[src/sv/lzss_window_compressor_assert.svh]
// ----------------------------------------------------------------------------
// LZSS compressor assertion macros
// Concurrent checks on clk_i, disabled while rst_ni is low.
// ----------------------------------------------------------------------------
`ifndef LZSS_WINDOW_COMPRESSOR_ASSERT_SVH
`define LZSS_WINDOW_COMPRESSOR_ASSERT_SVH
`ifndef SYNTHESIS
`define LZSS_ASSERT(lbl, prop, msg) \
  lbl: assert property (@(posedge clk_i) disable iff (!rst_ni) (prop)) else $error(msg);
`define LZSS_ASSERT_NEXT(lbl, ante, cons, msg) \
  lbl: assert property (@(posedge clk_i) disable iff (!rst_ni) (ante) |=> (cons)) \
    else $error(msg);
`else
`define LZSS_ASSERT(lbl, prop, msg)
`define LZSS_ASSERT_NEXT(lbl, ante, cons, msg)
`endif
`endif

[src/sv/lzss_pkg.sv]
// ----------------------------------------------------------------------------
// LZSS compressor package
// Fixed token format constants and the match cell control type.
// ----------------------------------------------------------------------------
package lzss_pkg;

  localparam int unsigned BYTE_W    = 8;
  localparam int unsigned MIN_MATCH = 3;
  localparam int unsigned LEN_SHIFT = 12;
  localparam int unsigned GROUP_LEN = 8;
  localparam int unsigned GROUP_BUF = 16;

  typedef struct packed {
    logic shift_hist;
    logic shift_look;
  } cell_ctrl_t;

endpackage

[src/sv/lzss_cell.sv]
// ----------------------------------------------------------------------------
// LZSS match cell
// Holds one window byte and one lookahead byte, passes both down the row,
// and extends the running match flag from its neighbour.
// ----------------------------------------------------------------------------
module lzss_cell import lzss_pkg::*; (
  input  logic              clk_i,
  input  cell_ctrl_t        ctrl_i,
  input  logic [BYTE_W-1:0] hist_i,
  input  logic [BYTE_W-1:0] look_i,
  input  logic              live_i,
  input  logic              run_i,
  output logic [BYTE_W-1:0] hist_o,
  output logic [BYTE_W-1:0] look_o,
  output logic              run_o
);

  logic [BYTE_W-1:0] hist_q;
  logic [BYTE_W-1:0] look_q;

  always_ff @(posedge clk_i) begin
    if (ctrl_i.shift_hist) begin
      hist_q <= hist_i;
    end
    if (ctrl_i.shift_look) begin
      look_q <= look_i;
    end
  end

  // cells past the lookahead limit never count
  assign run_o  = run_i & live_i & (hist_q == look_q);
  assign hist_o = hist_q;
  assign look_o = look_q;

endmodule
[config.mk]
export PLATFORM = sky130hd
export DESIGN_NAME = lzss_cell
export DESIGN_NICKNAME = d
export VERILOG_FILES = /design/src/sv/lzss_window_compressor_assert.svh /design/src/sv/lzss_pkg.sv /design/src/sv/lzss_cell.sv
export SDC_FILE = /design/constraint.sdc
export NUM_CORES = 1
export LEC_CHECK = 0
export ABC_AREA = 1
export BUFFER_PORTS_ARGS = -buffer_cell sky130_fd_sc_hd__buf_2
export CAP_MARGIN = 0
export CORE_UTILIZATION = 46
export CTS_BUF_LIST = sky130_fd_sc_hd__clkbuf_4 sky130_fd_sc_hd__clkbuf_8
export DETAILED_ROUTE_END_ITERATION = 7
export PLACE_DENSITY = 0.88
export SYNTH_ARGS = -nofsm -noshare
export SYNTH_HDL_FRONTEND = slang
export SYNTH_SLANG_ARGS = --single-unit
[constraint.sdc]
create_clock -name clk_i -period 1.6 [get_ports clk_i]
set_clock_uncertainty 0.15 [all_clocks]
set_input_delay 0.08 -clock clk_i [delete_from_list [all_inputs] [get_ports clk_i]]
set_output_delay 0.08 -clock clk_i [all_outputs]
set_load 0.05 [all_outputs]
Word-level counts from Yosys, hierarchy flattened
Cells that the tools add are included.
{"block": "word_totals", "out_inout_bits": 17, "latch_bits": 0, "regBits": 16, "mem_bits_ro": 0, "memories": 0, "mem_bits_rw": 0}
{"block": "classes", "n_mul": 0, "mux": 0, "addsub": 0, "order_cmp": 0, "n_reduce_logical": 0, "shift": 0, "n_div": 0, "n_bitwise": 2, "n_eq_ne": 1}
{"op": "8-bit == test", "count": 1}
{"op": "1-bit AND", "count": 2}

Longest topological paths before layout
Gate-level depths: netlist of run 1.
{"block": "logic_depth", "word_depth": 2, "depth_mapped": 6, "mapped_depth_nobuf": 6}

Least setup slack after synthesis of run 1
No wires, ideal clock.
{"block": "synth_path", "path_kind": "register to output", "startpoint": "reg hist_q[4] (netlist: hist_o[4])", "endpoint": "out run_o", "path_buffers": 0, "t_arrival_ns": 1.642, "path_stages_with_launch": 7, "path_slack_ns": -0.272, "cell_sequence": "edfxtp_1 -> inv_1 -> nand2_1 -> nand2_1 -> nor2_2 -> nand3_1 -> nor2_1"}
{"block": "synth_via", "elab_chain_len": 2}
{"item": "start, declared", "line": "lzss_cell.sv:18", "source": "logic [BYTE_W-1:0] hist_q;"}
{"item": "start signal, assigned", "line": "lzss_cell.sv:23", "source": "hist_q <= hist_i;"}
{"item": "8-bit == test", "line": "lzss_cell.sv:31", "source": "assign run_o = run_i & live_i & (hist_q == look_q);"}
{"item": "1-bit AND", "line": "lzss_cell.sv:31"}
{"item": "end, declared", "line": "lzss_cell.sv:15", "source": "output logic run_o"}
Every way passes these cells.

Worst setup path in the final report of run 1
{"block": "layout_path", "startpoint": "reg look_q[3] (netlist: look_o[3])", "endpoint": "out run_o"}
{"block": "layout_via", "elab_chain_len": 2}
{"item": "start, declared", "line": "lzss_cell.sv:19", "source": "logic [BYTE_W-1:0] look_q;"}
{"item": "start signal, assigned", "line": "lzss_cell.sv:26", "source": "look_q <= look_i;"}
{"item": "8-bit == test", "line": "lzss_cell.sv:31"}
{"item": "1-bit AND", "line": "lzss_cell.sv:31"}
Every way passes these cells.

==> results of run 1 <==
## per-stage QoR
| step | setup TNS [ps] | cells | total power, mW | setup slack [ps] |
|---|---|---|---|---|
| detailed placement | 0 | 102 | 0.7491 | 262.7 |
| finish | -15.53 | 122 | 0.9940 | -15.53 |
| CTS | 0 | 121 | 0.9637 | 25.18 |
| floorplan | 0 | 51 | 0.6814 | 60.16 |
| global placement | 0 | 102 | 0.7429 | 294.5 |
| global route | -67.03 | 122 | 1.023 | -67.03 |
## layout make-up
type	instances	share of cell area (%)
clock buffer	3	2.120
inverter	10	3.534
multi-input combinational	25	13.31
sequential	16	45.23
tap	14	1.649
timing repair buffer	54	34.16
## kinds of logic after synthesis
logic type	synth area share, %
xor gates and xnor gates	4.159
buffers and inverters	5.941
DFF	76.04
and+or+nand+nor	13.86
## power groups by stage
stage               clock (mW)  sequential (mW)  combinational, mW
floorplan                    0            0.644             0.0375
global placement             0            0.526              0.217
detailed placement           0            0.529              0.220
CTS                      0.194            0.520              0.250
global route             0.211            0.527              0.285
finish                   0.197            0.524              0.273
## layer usage
layer  GRT usage (%)  wire length, um
met5               0                0
met4           9.483                0
met3           5.780               75
met2           53.33             1164
met1           20.39              741
## worst max-delay path: cells and delay by family, from the launching register on
kind	cells	cell delay, ps
xor+xnor	1	220
flops	1	450
buf+inv	1	150
simple gates	2	290
## worst max-delay path by stage
| stage | from | to | slack [ps] | depth (start not counted) |
|---|---|---|---|---|
| 2_1_floorplan | hist_o[4] | run_o | 60 | 6 |
| 6_report | look_o[3] | run_o | -20 | 4 |
| 3_5_place_dp | hist_o[5] | run_o | 260 | 6 |
| 4_1_cts | hist_o[5] | run_o | 30 | 6 |
| 3_3_place_gp | look_o[5] | run_o | 290 | 6 |
| 5_1_grt | hist_o[3] | run_o | -70 | 4 |
## repair_timing
item	CTS	global route
hold endpoints to repair	16	0
hold buffers	16	0
endpoints found under the setup margin	1	1
buffers inserted	0	1
gates resized for setup	1	6
cloned	0	0
## cell usage after synthesis, drive strengths merged
master  count
edfxtp     16
inv        10
xnor2       3
nand2      15
nor2        5
nand3       2
## state kept, by name (all words and copies together), names as in the netlist
register and flops:
hist_o 8, look_o 8
==> summary.txt, run 1 <==
Outcome
  • Outcome: complete, but fails checks
  • Failing checks: setup timing

Power
  • Sw frac: 32.01%
  • PwrDens: ~940 mW/mm^2
  • Reg power frac: 52.7%
  • NetSw: ~320 uW
  • Lkg Pwr: 0.5109 nW
  • Combinational power share: a little over a quarter
  • Int Pwr: 675.8 uW
  • VDD IR max: 0.7257 mV
  • Clk pwr share: 19.8%

Clock network
  • Root buffer cell: clkbuf_4
  • Max Buffers Root-to-Sink: 2
  • CTS tree: yes
  • H-tree depth: 1
  • CTS Buf Count: 3
  • CTS Sinks: 16
  • Clock-pin slew on the worst setup and hold paths: roughly 90 ps

Yosys
  • Syn Nets: 72
  • Synth Register Bits: 16
  • Netlist Area Pre-Place: 631.9 um^2
  • Syn Inst Count: 51
  • Netlist cell types: 7
  • Yosys top cell area share: between 70% and 80%
  • Avg Inst Size Synth: 12.39 um^2
  • Biggest area consumer among synthesized cells: edfxtp_1
  • Dominant cells by area after synthesis: edfxtp_1, nand2_1, inv_1
  • Synth warn: 0
  • Register area share after synthesis: 76.04%

Setup path
  • Worst Setup End Kind: output pin
  • Critical-path maximum fanout: 2
  • Critical path cell sequence: xnor2_2 -> nand3_2 -> nor2_4 -> buf_8
  • Worst setup SP type: flop
  • Slowest CP cell: edfxtp_1
  • Type of the worst setup path: reg2out
  • CP max stage delay: ~450 ps
  • Critical path data arrival time: 1390 ps
  • WP data required: 1370 ps

Detailed routing
  • Drt initial violations: 4
  • 1st-pass router iterations: 4
  • DR DRC count: 0
  • DR vias/cell: 4.811
  • ANT nets after route: 0
  • Via count: 587
  • Post-Route WL: 1.981 mm
  • Routed len/inst: 16.24 um

STA
  • Fmax: 619.0 MHz
  • Worst-Margin Slew: 262.9 ps
  • Crit share post-route: 101.0%
  • Final hold vios: 0
  • Slew margin rel.: 82.60%
  • Final setup fails: 1
  • RSZ-0062 raised after global routing: yes
  • Min cycle time layout: 1616 ps
  • Pins Over Slew Limit: 0
  • WHS: 12.44 ps
  • Final setup margin: -15.53 ps

Worst hold path
  • Hold/Removal Path Class: in2reg
  • Hold path startpoint: ctrl_i[1]
  • Worst Hold Depth: 1
  • Hold EP: hist_o[2]

Placement
  • GP Congestion: 0.6145
  • PortBufs: 37
  • Post-DP Area: 842.1 um^2
  • HPWL after DPL: 881.7 um

Global routing
  • Vias in the first global route: approximately 600
  • Largest net degree at the start of global routing: 9
  • First-pass GRT wire length: around 2.4 mm
  • Total congestion overflow: 0
  • Total track usage: 25.00%
  • Initial antenna violation count: 0

Final layout
  • Fillcell total: 51
  • Inserted Diodes: 0
  • Nets: 131
  • Fraction of layout cells with a size suffix above 1: 43.52%
  • Commonest non-fill, non-tap cells in the layout: buf_2, edfxtp_1, dlygate4sd3_1
  • Final core utilization: 89.56%
  • Synth-to-layout area growth: 68.12%
  • Post-route cell area: 0.001062 mm^2
  • Multi-input gate area: 141.4 um^2
  • Register area: 480.5 um^2
  • Commonest non-fill, non-tap cell in the layout: buf_2

Die
  • IO Count: 38
  • DIE WIDTH: 39.06 um
  • Die ar.: 0.001526 mm^2
  • Core box area: 0.001186 mm^2
  • Cell Rows: 12
  • Starting Density: between 50% and 60%
  • Die H: approximately 40 um

Job
  • Max-cap check violation count: 0
Note: power is estimated with default switching activity, not from simulation.
==> run 2: changes to the inputs <==
- RECOVER_POWER: unset -> 50
==> summary.txt, run 2 (synthesized netlist as in run 1, its figures left out) <==
Clock network
  • CTS Buf Count: 3 (unchanged)
  • Max Buffers Root-to-Sink: 2 (unchanged)
  • CTS tree: yes
  • H-tree depth: 1 (unchanged)
  • CTS Sinks: 16 (unchanged)
  • Clock-pin slew on the worst setup and hold paths: 90 ps (about the same)
  • Root buffer cell: clkbuf_4

Global routing
  • Initial antenna violation count: 0 (unchanged)
  • First-pass GRT wire length: 2.380 mm (unchanged)
  • Total congestion overflow: 0 (unchanged)
  • Vias in the first global route: 601 (unchanged)
  • Total track usage: 25.00% (unchanged)
  • Largest net degree at the start of global routing: 9 (unchanged)

Power
  • Final total power: 993.6 uW (about the same)
  • Reg power frac: 52.8% (about the same)
  • Combinational power share: 27.4% (about the same)
  • PwrDens: 937.6 mW/mm^2 (+0.19%)
  • Lkg Pwr: 0.5054 nW (-1.1%)
  • Sw frac: 32.05% (+0.032 points)
  • Int Pwr: 675.2 uW (about the same)
  • NetSw: 318.4 uW (about the same)
  • Clk pwr share: 19.9% (about the same)
  • VDD IR max: 0.7218 mV (-0.53%)

Final layout
  • Synth-to-layout area growth: 67.72%
  • Commonest non-fill, non-tap cell in the layout: buf_2
  • Post-route cell area: 0.001060 mm^2 (-0.24%)
  • Commonest non-fill, non-tap cells in the layout: buf_2, edfxtp_1, dlygate4sd3_1
  • Inserted Diodes: 0 (unchanged)
  • Final core utilization: 89.35% (-0.21 points)
  • Final non-filler cell total: 122 (unchanged)
  • Fillcell total: 51 (unchanged)
  • Nets: 131 (unchanged)
  • Fraction of layout cells with a size suffix above 1: 41.67% (-1.9 points)

Setup path
  • Slowest CP cell: edfxtp_1
  • Type of the worst setup path: reg2out
  • CP max stage delay: 450 ps (about the same)
  • Critical path data arrival time: 1390 ps (about the same)
  • WP data required: 1370 ps (about the same)
  • Worst path bufs/invs: 1 (unchanged)
  • Critical-path maximum fanout: 2 (unchanged)
  • Critical path cell sequence: xnor2_2 -> nand3_2 -> nor2_4 -> buf_8
  • CP top delay family: flip-flops
  • Worst setup SP type: flop
  • Worst Setup End Kind: output pin

Worst hold path
  • Hold/Removal Path Class: in2reg

Placement
  • PortBufs: 37 (unchanged)
  • GP Congestion: 0.6145 (unchanged)
  • Post-DP Area: 842.1 um^2 (unchanged)
  • Cells after DPL: 102 (unchanged)
  • HPWL after DPL: 881.7 um (unchanged)

Die
  • DIE WIDTH: 39.06 um (unchanged)
  • Die ar.: 0.001526 mm^2 (unchanged)
  • IO Count: 38 (unchanged)
  • Starting Density: 53.27% (unchanged)
  • Core box area: 0.001186 mm^2 (unchanged)
  • Die H: 39.06 um (unchanged)
  • Cell Rows: 12 (unchanged)

Outcome
  • Outcome: complete, but fails checks
  • Failing checks: setup timing

STA
  • Final setup margin: -15.50 ps (+0.02860 ps)
  • Fmax: 619.0 MHz (about the same)
  • Min cycle time layout: 1615 ps (-0.02860 ps)
  • Slew margin rel.: 68.54% (-14 points)
  • Worst-Margin Slew: 471.9 ps (+209.0 ps)
  • Crit share post-route: 101.0% (about the same)
  • Final setup fails: 1 (unchanged)
  • RSZ-0062 raised after global routing: yes
  • Final hold vios: 0 (unchanged)
  • Pins Over Slew Limit: 0 (unchanged)

Detailed routing
  • Drt initial violations: 4 (unchanged)
  • DR DRC count: 0 (unchanged)
  • Routed len/inst: 16.24 um (unchanged)
  • 1st-pass router iterations: 2 (-2)
  • DR vias/cell: 4.828 (+0.34%)
  • ANT nets after route: 0 (unchanged)
  • Post-Route WL: 1.981 mm (unchanged)
  • Via count: 589 (+0.34%)

Job
  • Max-cap check violation count: 0 (unchanged)
[run 2: path summary, 6_finish.rpt]
check / start / to / slack, ps / depth (start not counted)
worst max-delay path: look_o[3] / run_o / -20 / 4
worst min-delay path: ctrl_i[1] / hist_o[2] / 110 / 1
[run 2: metrics by stage]
step / setup WS [ps] / setup TNS, ps / hold slack (ps)
5_1_grt: -67.03 / -67.03 / 109.9
6_report: -15.50 / -15.50 / 106.6
3_3_place_gp: 294.5 / 0 / 105.9
4_1_cts: 25.18 / 0 / 6.590
3_5_place_dp: 262.7 / 0 / 108.1
2_1_floorplan: 60.16 / 0 / 28.87
[run 2: final cells by class]
class	count	area, um^2	share of cell area, %
well taps	14	17.52	1.653
inverters	10	37.54	3.542
multi-input cells	25	141.4	13.34
clock buffers	3	22.52	2.125
repair buffers	54	360.3	34.00
flip-flops and latches	16	480.5	45.34
[run 2: metal layers]
layer	up-vias	global-route usage [%]	part of all wire, %
met4	0	9.483	0
met1	288	20.39	38
met2	25	53.33	59
met5	-	0	0
met3	0	5.780	3.7
li1	276	-	-
[run 2: repair_timing]
action,in CTS,in global routing
setup buffers,0,1
hold buffers,16,0
endpoints found under the setup margin,1,1
hold endpoints to repair,16,0
gates resized for setup,1,6
[run 2: power groups by stage]
stage	combinational (mW)	sequential [mW]	clock, mW
after global placement	0.217	0.526	0
after CTS	0.250	0.520	0.194
after floorplan	0.0375	0.644	0
final	0.272	0.524	0.197
after global routing	0.284	0.527	0.211
after detailed placement	0.220	0.529	0
==> run 3: changes to the inputs <==
- BUFFER_PORTS_ARGS: -buffer_cell sky130_fd_sc_hd__buf_2 -> unset
- CORE_AREA: unset -> 2 2 39 41
- CORE_UTILIZATION: 46 -> unset
- CTS_BUF_LIST: sky130_fd_sc_hd__clkbuf_4 sky130_fd_sc_hd__clkbuf_8 -> unset
- DIE_AREA: unset -> 0 0 41 43
- DONT_BUFFER_PORTS: unset -> 1
- PLACE_DENSITY: 0.88 -> 0.66
==> summary.txt, run 3 (synthesized netlist as in run 1, its figures left out) <==
Outcome
  • Outcome: complete, no violations

Detailed routing
  • ANT nets after route: 0 (unchanged)
  • Highest metal used: met4
  • Drt initial violations: 1 (-3)
  • Metal2 WL: 678 um (-42%)
  • Met3 wire len: 118 um (+62%)
  • DR vias/cell: 4.543 (-5.9%)
  • Met1 wire length: 445 um (-40%)
  • Via count: 477 (-19%)
  • Post-Route WL: 1.250 mm (-37%)
  • DR DRC count: 0 (unchanged)
  • Routed len/inst: 11.90 um (-27%)
  • 1st-pass router iterations: 3 (+1)

Setup path
  • WP data required: 1370 ps (about the same)
  • WP depth: 6 (+2)
  • Worst setup SP type: flop
  • Worst Setup End Kind: output pin
  • CP top delay family: simple AND/OR/NAND/NOR gates
  • Critical-path maximum fanout: 3 (+1)
  • Slowest CP cell: edfxtp_1
  • Critical path data arrival time: 1320 ps (-70 ps)
  • Type of the worst setup path: reg2out
  • Critical path cell sequence: nand2_1 -> nand2_1 -> nor2_2 -> nand3_2 -> nor2_4 -> buf_12
  • Worst path bufs/invs: 1 (unchanged)
  • CP max stage delay: 410 ps (-40 ps)
  • Crit path top cell by count: nand2_1

Power
  • PwrDens: 960.5 mW/mm^2 (+2.4%)
  • Int Pwr: 675.4 uW (about the same)
  • Sw frac: 30.18% (-1.9 points)
  • Clk pwr share: 20.1% (+0.2 points)
  • NetSw: 292.0 uW (-8.3%)
  • Lkg Pwr: 0.4427 nW (-12%)
  • Combinational power share: 26.0% (-1.4 points)
  • Reg power frac: 53.9% (+1.1 points)
  • VDD IR max: 0.6583 mV (-8.8%)

Global routing
  • Total track usage: 16.44% (-8.6 points)
  • Total congestion overflow: 0 (unchanged)
  • Largest net degree at the start of global routing: 9 (unchanged)
  • First-pass GRT wire length: 1.759 mm (-26%)
  • Vias in the first global route: 456 (-24%)
  • Initial antenna violation count: 0 (unchanged)

Clock network
  • CTS tree: yes
  • Root buffer cell: clkbuf_4
  • Max Buffers Root-to-Sink: 2 (unchanged)
  • CTS Buf Count: 3 (unchanged)
  • H-tree depth: 1 (unchanged)
  • Clock-pin slew on the worst setup and hold paths: 80 ps (about the same)
  • Buffer count from post-CTS setup fixing: 0 (unchanged)
  • CTS Sinks: 16 (unchanged)

Worst hold path
  • Hold/Removal Path Class: in2reg
  • Hold path startpoint: hist_i[6]
  • Hold EP: hist_o[6]
  • Worst Hold Depth: 1 (unchanged)

Die
  • Core box area: 0.001384 mm^2 (+17%)
  • Die H: 43 um (+10%)
  • Starting Density: 45.66% (-7.6 points)
  • Cell Rows: 14 (+2)
  • IO Count: 38 (unchanged)
  • Die ar.: 0.001763 mm^2 (+16%)
  • DIE WIDTH: 41 um (+5.0%)

Final layout
  • Nets: 112 (-15%)
  • Synth-to-layout area growth: 59.41%
  • Fraction of layout cells with a size suffix above 1: 26.97% (-15 points)
  • Commonest non-fill, non-tap cell in the layout: dlygate4sd3_1
  • Commonest non-fill, non-tap cells in the layout: dlygate4sd3_1, edfxtp_1, buf_4
  • Fillcell total: 97 (+90%)
  • Inserted Diodes: 0 (unchanged)

STA
  • Final setup margin: 49.69 ps (+65.19 ps)
  • Crit share post-route: 96.89% (-4.1 points)
  • Min cycle time layout: 1550 ps (-65.19 ps)
  • Slew margin rel.: 73.14% (+4.6 points)
  • Fmax: 645.0 MHz (+4.2%)
  • Final setup fails: 0 (-1)
  • Final hold vios: 0 (unchanged)
  • Pins Over Slew Limit: 0 (unchanged)
  • Setup TNS: 0 ps (+15.50 ps)
  • Worst-Margin Slew: 401.6 ps (-70.26 ps)
  • RSZ-0062 raised after global routing: yes

Placement
  • Setup WS pre-CTS: 353.4 ps (+90.64 ps)
  • PortBufs: 0 (-100%)
  • HPWL after DPL: 734.6 um (-17%)
  • GP Congestion: 0.6804 (+11%)

Job
  • Max-cap check violation count: 0 (unchanged)
-- run 3: how the worst max path moves through the flow --
stage | slack, ps | to | from
global placement | 350 | run_o | look_o[4]
CTS | 30 | run_o | look_o[6]
global route | -50 | run_o | hist_o[4]
detailed placement | 350 | run_o | look_o[6]
finish | 50 | run_o | look_o[4]
floorplan | 60 | run_o | hist_o[4]
-- run 3: metal layers --
metal	GRT usage, %	up-vias
met5	0	-
met4	14.00	0
met1	17.39	209
met3	3.141	2
li1	-	239
met2	25.94	27
-- run 3: power by group through the flow --
stage	Combinational [mW]	Sequential (mW)	Clock, mW
finish	0.252	0.522	0.194
global route	0.265	0.527	0.225
CTS	0.248	0.521	0.204
detailed placement	0.206	0.531	0
global placement	0.206	0.529	0
floorplan	0.0375	0.644	0
-- run 3: final cells by class --
class / instances / area [um^2] / share of cell area [%]
Clock buffer: 3 / 22.52 / 2.236
Inverter: 10 / 37.54 / 3.727
Multi-Input combinational cell: 25 / 126.4 / 12.55
Sequential cell: 16 / 480.5 / 47.70
Tap cell: 16 / 20.02 / 1.988
Timing Repair Buffer: 35 / 320.3 / 31.80
-- run 3: stage by stage --
| stage | hold WS, ps | cells | power, mW | utilization [%] | cell area [um^2] |
|---|---|---|---|---|---|
| final | 279.3 | 105 | 0.9674 | 72.78 | 1007 |
| after global routing | 261.8 | 105 | 1.016 | 72.78 | 1007 |
| after CTS | 258.7 | 105 | 0.9732 | 72.42 | 1002 |
| after detailed placement | 28.92 | 84 | 0.7370 | 57.78 | 799.5 |
| after global placement | 28.92 | 84 | 0.7353 | 57.78 | 799.5 |
| after floorplan | 28.87 | 51 | 0.6814 | - | 639.4 |
-- run 3: what timing repair did --
action,4_1_cts,5_1_grt
gates resized for setup,0,2
hold endpoints to repair,32,0
hold buffers,18,0
setup endpoints to repair,0,1
